--- src/rtl/core/srrw_pkg.sv ---
// ----------------------------------------------------------------------------
// srrw_pkg
// Types and codes shared by the selective-repeat receive window modules.
// ----------------------------------------------------------------------------
package srrw_pkg;

	// Verdict codes of a result.
	localparam logic [1:0] VERDICT_ACCEPT    = 2'd0;
	localparam logic [1:0] VERDICT_DUPLICATE = 2'd1;
	localparam logic [1:0] VERDICT_IGNORE    = 2'd2;

	// Configuration register indexes.
	localparam logic CFG_WINDOW_BYTES = 1'b0;
	localparam logic CFG_FILE_BYTES   = 1'b1;

	// Width of the configuration write data.
	localparam int CFG_DATA_W = 32;

	// Reset value of the window size.
	localparam logic [16:0] WINDOW_RESET = 17'd1250;

	// One packet header.
	typedef struct packed {
		logic [31:0] seq_start;
		logic [7:0]  payload_len;
	} in_t;

	// One result.
	typedef struct packed {
		logic [1:0]  verdict;
		logic [15:0] buffer_offset;
		logic [7:0]  packet_offset;
		logic [7:0]  write_len;
		logic [31:0] ack_pos;
		logic [7:0]  ack_len;
		logic        flushed;
		logic [31:0] stream_base;
		logic        done_res;
	} out_t;

	// Queue head as seen by the back end.
	typedef struct packed {
		logic valid;
		in_t  item;
	} queue_head_t;

	// Back end controls toward the front end.
	typedef struct packed {
		logic pop;
		logic clearing;
	} back_ctl_t;

endpackage

--- src/rtl/core/srrw_front.sv ---
// ----------------------------------------------------------------------------
// srrw_front
// Accepts packet headers, saturates the length and queues them for the back end.
// ----------------------------------------------------------------------------
module srrw_front #(
	parameter int MAX_PAYLOAD = 250
) (
	input  logic                  clk,
	input  logic                  arst_n,
	input  logic                  in_valid,
	output logic                  in_ready,
	input  srrw_pkg::in_t         in_data,
	input  srrw_pkg::back_ctl_t   ctl,
	output srrw_pkg::queue_head_t head
);

	srrw_pkg::in_t slot_q [2];
	logic          wr_ptr_q;
	logic          rd_ptr_q;
	logic [1:0]    count_q;
	logic          push;
	logic          pop;
	srrw_pkg::in_t sat_item;

	// Length saturation at the payload maximum.
	always_comb begin
		sat_item = in_data;
		if (32'(in_data.payload_len) > 32'(MAX_PAYLOAD)) begin
			sat_item.payload_len = 8'(MAX_PAYLOAD);
		end
	end

	assign in_ready   = (count_q != 2'd2) && !ctl.clearing;
	assign push       = in_valid && in_ready;
	assign pop        = ctl.pop && (count_q != 2'd0);
	assign head.valid = (count_q != 2'd0);
	assign head.item  = slot_q[rd_ptr_q];

	// Queue storage.
	always_ff @(posedge clk) begin
		if (push) begin
			slot_q[wr_ptr_q] <= sat_item;
		end
	end

	// Queue pointers and fill count.
	always_ff @(posedge clk or negedge arst_n) begin
		if (!arst_n) begin
			wr_ptr_q <= 1'b0;
			rd_ptr_q <= 1'b0;
			count_q  <= 2'd0;
		end else begin
			if (push) begin
				wr_ptr_q <= !wr_ptr_q;
			end
			if (pop) begin
				rd_ptr_q <= !rd_ptr_q;
			end
			count_q <= count_q + 2'(push) - 2'(pop);
		end
	end

	// The fill count never passes the queue depth.
	a_count_max: assert property (@(posedge clk) disable iff (!arst_n)
		count_q != 2'd3) else $error("queue overfilled");
	// A pop is only requested when an entry is there.
	a_pop_nonempty: assert property (@(posedge clk) disable iff (!arst_n)
		ctl.pop |-> count_q != 2'd0) else $error("pop from empty queue");
	// No request enters while the map is being cleared.
	a_no_push_clear: assert property (@(posedge clk) disable iff (!arst_n)
		ctl.clearing |-> !push) else $error("push during clearing");

endmodule

--- config.mk ---
export PLATFORM = sky130hd
export DESIGN_NAME = srrw_front
export DESIGN_NICKNAME = d
export VERILOG_FILES = /design/src/rtl/core/srrw_pkg.sv /design/src/rtl/core/srrw_front.sv
export SDC_FILE = /design/constraint.sdc
export NUM_CORES = 1
export LEC_CHECK = 0
export ABC_AREA = 1
export BUFFER_PORTS_ARGS = -buffer_cell sky130_fd_sc_hd__buf_2
export CAP_MARGIN = 15
export CORE_ASPECT_RATIO = 2
export CORE_MARGIN = 4
export CORE_UTILIZATION = 47
export DETAILED_ROUTE_END_ITERATION = 8
export PLACE_DENSITY_LB_ADDON = 0.12
export REMOVE_ABC_BUFFERS = 1
export SLEW_MARGIN = 20
export SYNTH_ARGS = -nofsm -noshare
export SYNTH_HDL_FRONTEND = slang
export SYNTH_SLANG_ARGS = --single-unit
--- constraint.sdc ---
create_clock -name clk -period 2.7 [get_ports clk]
set_clock_uncertainty 0.1 [all_clocks]
set_input_delay 0 -clock clk [delete_from_list [all_inputs] [get_ports clk]]
set_output_delay 0 -clock clk [all_outputs]
set_load 0.02 [all_outputs]
==> metrics.md <==
| Metric | Value |
|---|---|
| Hold WC Path Type | in2reg |
| Top cell type's share of synthesized area | 73.8% |
| I/O pins | 87 |
| R2R Path End | wr_ptr_q |
| Final instance area | 0.00447 sq mm |
| Critical hold path startpoint | ctl[0] |
| GP Congestion | roughly 0.79 |
| Psw | 1.47 mW |
| # fillers | approximately 520 |
| Worst r2r path cells | 6 |
| DRT Wirelength | approximately 6.3 mm |
| ANT cells | 0 |
| Power per cell area | approximately 950 mW/mm^2 |
| # clock sinks | between 80 and 90 |
| Multi-input gate area | roughly 620 sq um |
| PortBufs | 86 |
| Later-pin clock latency in the skew report | about 320 ps |
| Worst slack, placed | between 1000 and 1500 ps |
| Number of global-route vias before repair | roughly 2,200 |
| R2R Setup Slk | 610 ps |
| Largest net degree at the start of global routing | 42 |
| Starting density of the core | 48.7% |
| Drt first pass iters | 4 |
| Inst Count DP | roughly 420 |
| Worst path required time | about 2800 ps |
| Power share of the clock group | 26.2% |
| Synth Area in Compound Gates | less than 1% |
| Share of cells above drive strength 1 | approximately 27% |
| Cell Chain, Critical Path | inv_1 > nand2_1 > nand4_1 > dlygate4sd3_1 > nand2_1 > dlygate4sd3_1 |
| Max_cap viols | 0 |
| Tightest Pin Transition | between 600 and 700 ps |
| Slew headroom | a little over half |
| Critical Path End Type | flip-flop |
| Seq cells post-synth | between 80 and 90 |
| Hold_ws | between 150 and 200 ps |
| Setup CP Type | reg2reg |
| XOR/XNOR Fraction of Synth Area | less than 1% |
| GRT Total Usage | 17.0% |
| Slowest CP cell | dlygate4sd3_1 |
| RSZ-0062 raised after global routing | false |
| Residual DRC | 0 |
| Netlist cell types | 22 |
| Synth Instances | approximately 260 |
| Multiplexer area fraction after synthesis | 0% |
| Top post-synthesis cells by area | edfxtp_1 74%, nand2_1 15%, dfrtp_1 3.1% |
| Syn. warnings | 0 |
| Clock Tree Root | clkbuf_16 |
| Crit path to | wr_ptr_q |
| Final Setup Violations | 0 |
| CTS tree | yes |
| Period Utilization, post-route | 77.6% |
| Logic pwr share | between 30% and 40% |
| Residual overflow from global routing | 0 |
| TritonCTS Buffers | 9 |
| Internal Dissipation | around 2.8 mW |
| Wire length per cell | ~13 um |
| Htree depth | 3 |
| Final Hold Viols | 0 |
| Switching share of power | 34.4% |
| Main combinational cell family by area after synthesis | simple AND/OR/NAND/NOR gates |
| Post_cts resized | 0 |
| Post-route ant nets | 0 |
| Arrival time worst endpoint | 2200 ps |
| Core area | around 0.0067 sq mm |
| Post-synth top area cell | edfxtp_1 |
| Post-synthesis simple-gate area fraction | roughly 17% |
| Sequential area share after synthesis | 76.9% |
| Sequential share of power | about two fifths |
| Final cell count without fillers | just under 500 |
| Slack of the critical path | a little over 600 ps |
| Die height | ~130 um |
| Status | completed |
| Startpoint Class | flip-flop |
| Post-CTS setup buffer count | 0 |
| Syn_area_per_cell | between 10 and 15 sq um |
| Die area | between 0.008 and 0.009 sq mm |
| Vias per cell | ~4.5 |
| HPWL after DPL | 4.04 mm |
| Nets | 438 |
| Drt initial violations | about 130 |
| Max Slew Vio Count | 0 |
| Crit path time final | between 2000 and 2500 ps |
| Worst r2r src | count_q[0] |
| Clk slew on worst S/H paths | roughly 60 ps |
| Post-Synth Adder-Cell Area | less than 1% |
| Highest clock rate | roughly 480 MHz |
| DIE WIDTH | 66.8 um |
| Vias | about 2,200 |
| Tot Pwr | 4.26 mW |
| Deepest clock path buffer count | 2 |
| VDD IR max | roughly 0.7 mV |
| # rows | 42 |
| Worst Path Max Fanout | 4 |
| Worst Setup SP | count_q[0] |
| Initial antenna violation count | 0 |
| First-pass GRT wire length | 10.4 mm |
| DP Area | 0.00374 sq mm |
| Area growth syn-to-layout | 37.4% |
| Max stage delay on crit path | between 500 and 600 ps |
| FF/Latch Area | about 0.0025 sq mm |
| Leak | around 2.0 nW |
| Post-Syn Area | around 0.0033 sq mm |
==> cell families after synthesis <==
| logic type | Yosys count |
|---|---|
| buffers and inverters | 24 |
| AO/OA/AOI/OAI | 3 |
| XOR/XNOR | 2 |
| AND/OR/NAND/NOR | 142 |
| adder cells (fa/ha/maj) | 2 |
| flip-flops | 84 |
==> cell usage in the layout (no fill, tap or decap), types with 2 or more instances in the layout <==
master / count
buf_4: 5
inv_2: 2
nand2_1: 133
clkinv_1: 2
ha_1: 2
clkbuf_16: 9
edfxtp_1: 80
inv_1: 8
nor2_1: 3
dfrtp_1: 4
dlygate4sd3_1: 46
buf_2: 86
==> per-layer routing <==
metal  part of all wire (%)  track usage, %
met2                     55            29.2
met4                    3.6            10.5
met3                    5.0            3.83
met5                      0               0
met1                     37            18.3
==> area by class of cell <==
cell class | count | share of cell area, %
Sequential cell | 84 | 56.0
Clock inverter | 4 | 0.952
Clock buffer | 10 | 5.12
Multi-Input combinational cell | 149 | 13.9
Timing Repair Buffer | 137 | 20.8
Tap cell | 88 | 2.46
Inverter | 10 | 0.840
==> worst min path at each step <==
| stage | end | slack (ps) | cells past startpoint |
|---|---|---|---|
| after global routing | slot_q[0][22] | 190 | 4 |
| after detailed placement | wr_ptr_q | -290 | 1 |
| after global placement | wr_ptr_q | -290 | 1 |
| final | slot_q[0][26] | 150 | 4 |
| after CTS | slot_q[0][26] | 130 | 4 |
| after floorplan | count_q[0] | -400 | 0 |
==> critical path: cells and delay by family, from the launching register on <==
kind / cells / cell delay, ps
buffers and inverters: 3 / 1220
DFF: 1 / 410
and+or+nand+nor: 3 / 250
==> registers in the layout, summed over array words and instances (netlist names) <==
| register | flops |
|---|---|
| rd_ptr_q | 1 |
| count_q | 2 |
| slot_q | 80 |
| wr_ptr_q | 1 |
==> power groups by stage <==
stage	clock, mW	sequential [mW]	combinational, mW
2_1_floorplan	0	1.76	0.847
3_3_place_gp	0	1.70	1.41
3_5_place_dp	0	1.71	1.42
4_1_cts	1.14	1.68	1.49
5_1_grt	1.20	1.70	1.62
6_report	1.12	1.69	1.46
==> timing repair <==
action	4_1_cts	5_1_grt
hold buffers	46	0
setup endpoints to repair	0	0
endpoints found under the hold margin	86	0
==> Yosys cell counts (all sizes together) <==
| library cell | instances |
|---|---|
| buf | 8 |
| nand4 | 1 |
| nand2 | 134 |
| a21oi | 1 |
| xnor2 | 1 |
| o21a | 1 |
| dfrtp | 4 |
| o21bai | 1 |
| xor2 | 1 |
| or2 | 1 |
| nand3 | 2 |
| clkbuf | 6 |
| inv | 10 |
| edfxtp | 80 |
| nor2 | 4 |
| ha | 2 |
==> metrics by stage <==
stage                     util (%)  setup TNS [ps]
after floorplan                  -           -5810
after global placement        56.0               0
after detailed placement      56.0               0
after CTS                     67.0               0
after global routing          67.0               0
final                         67.0               0
Power figures use the tool's default switching activity.
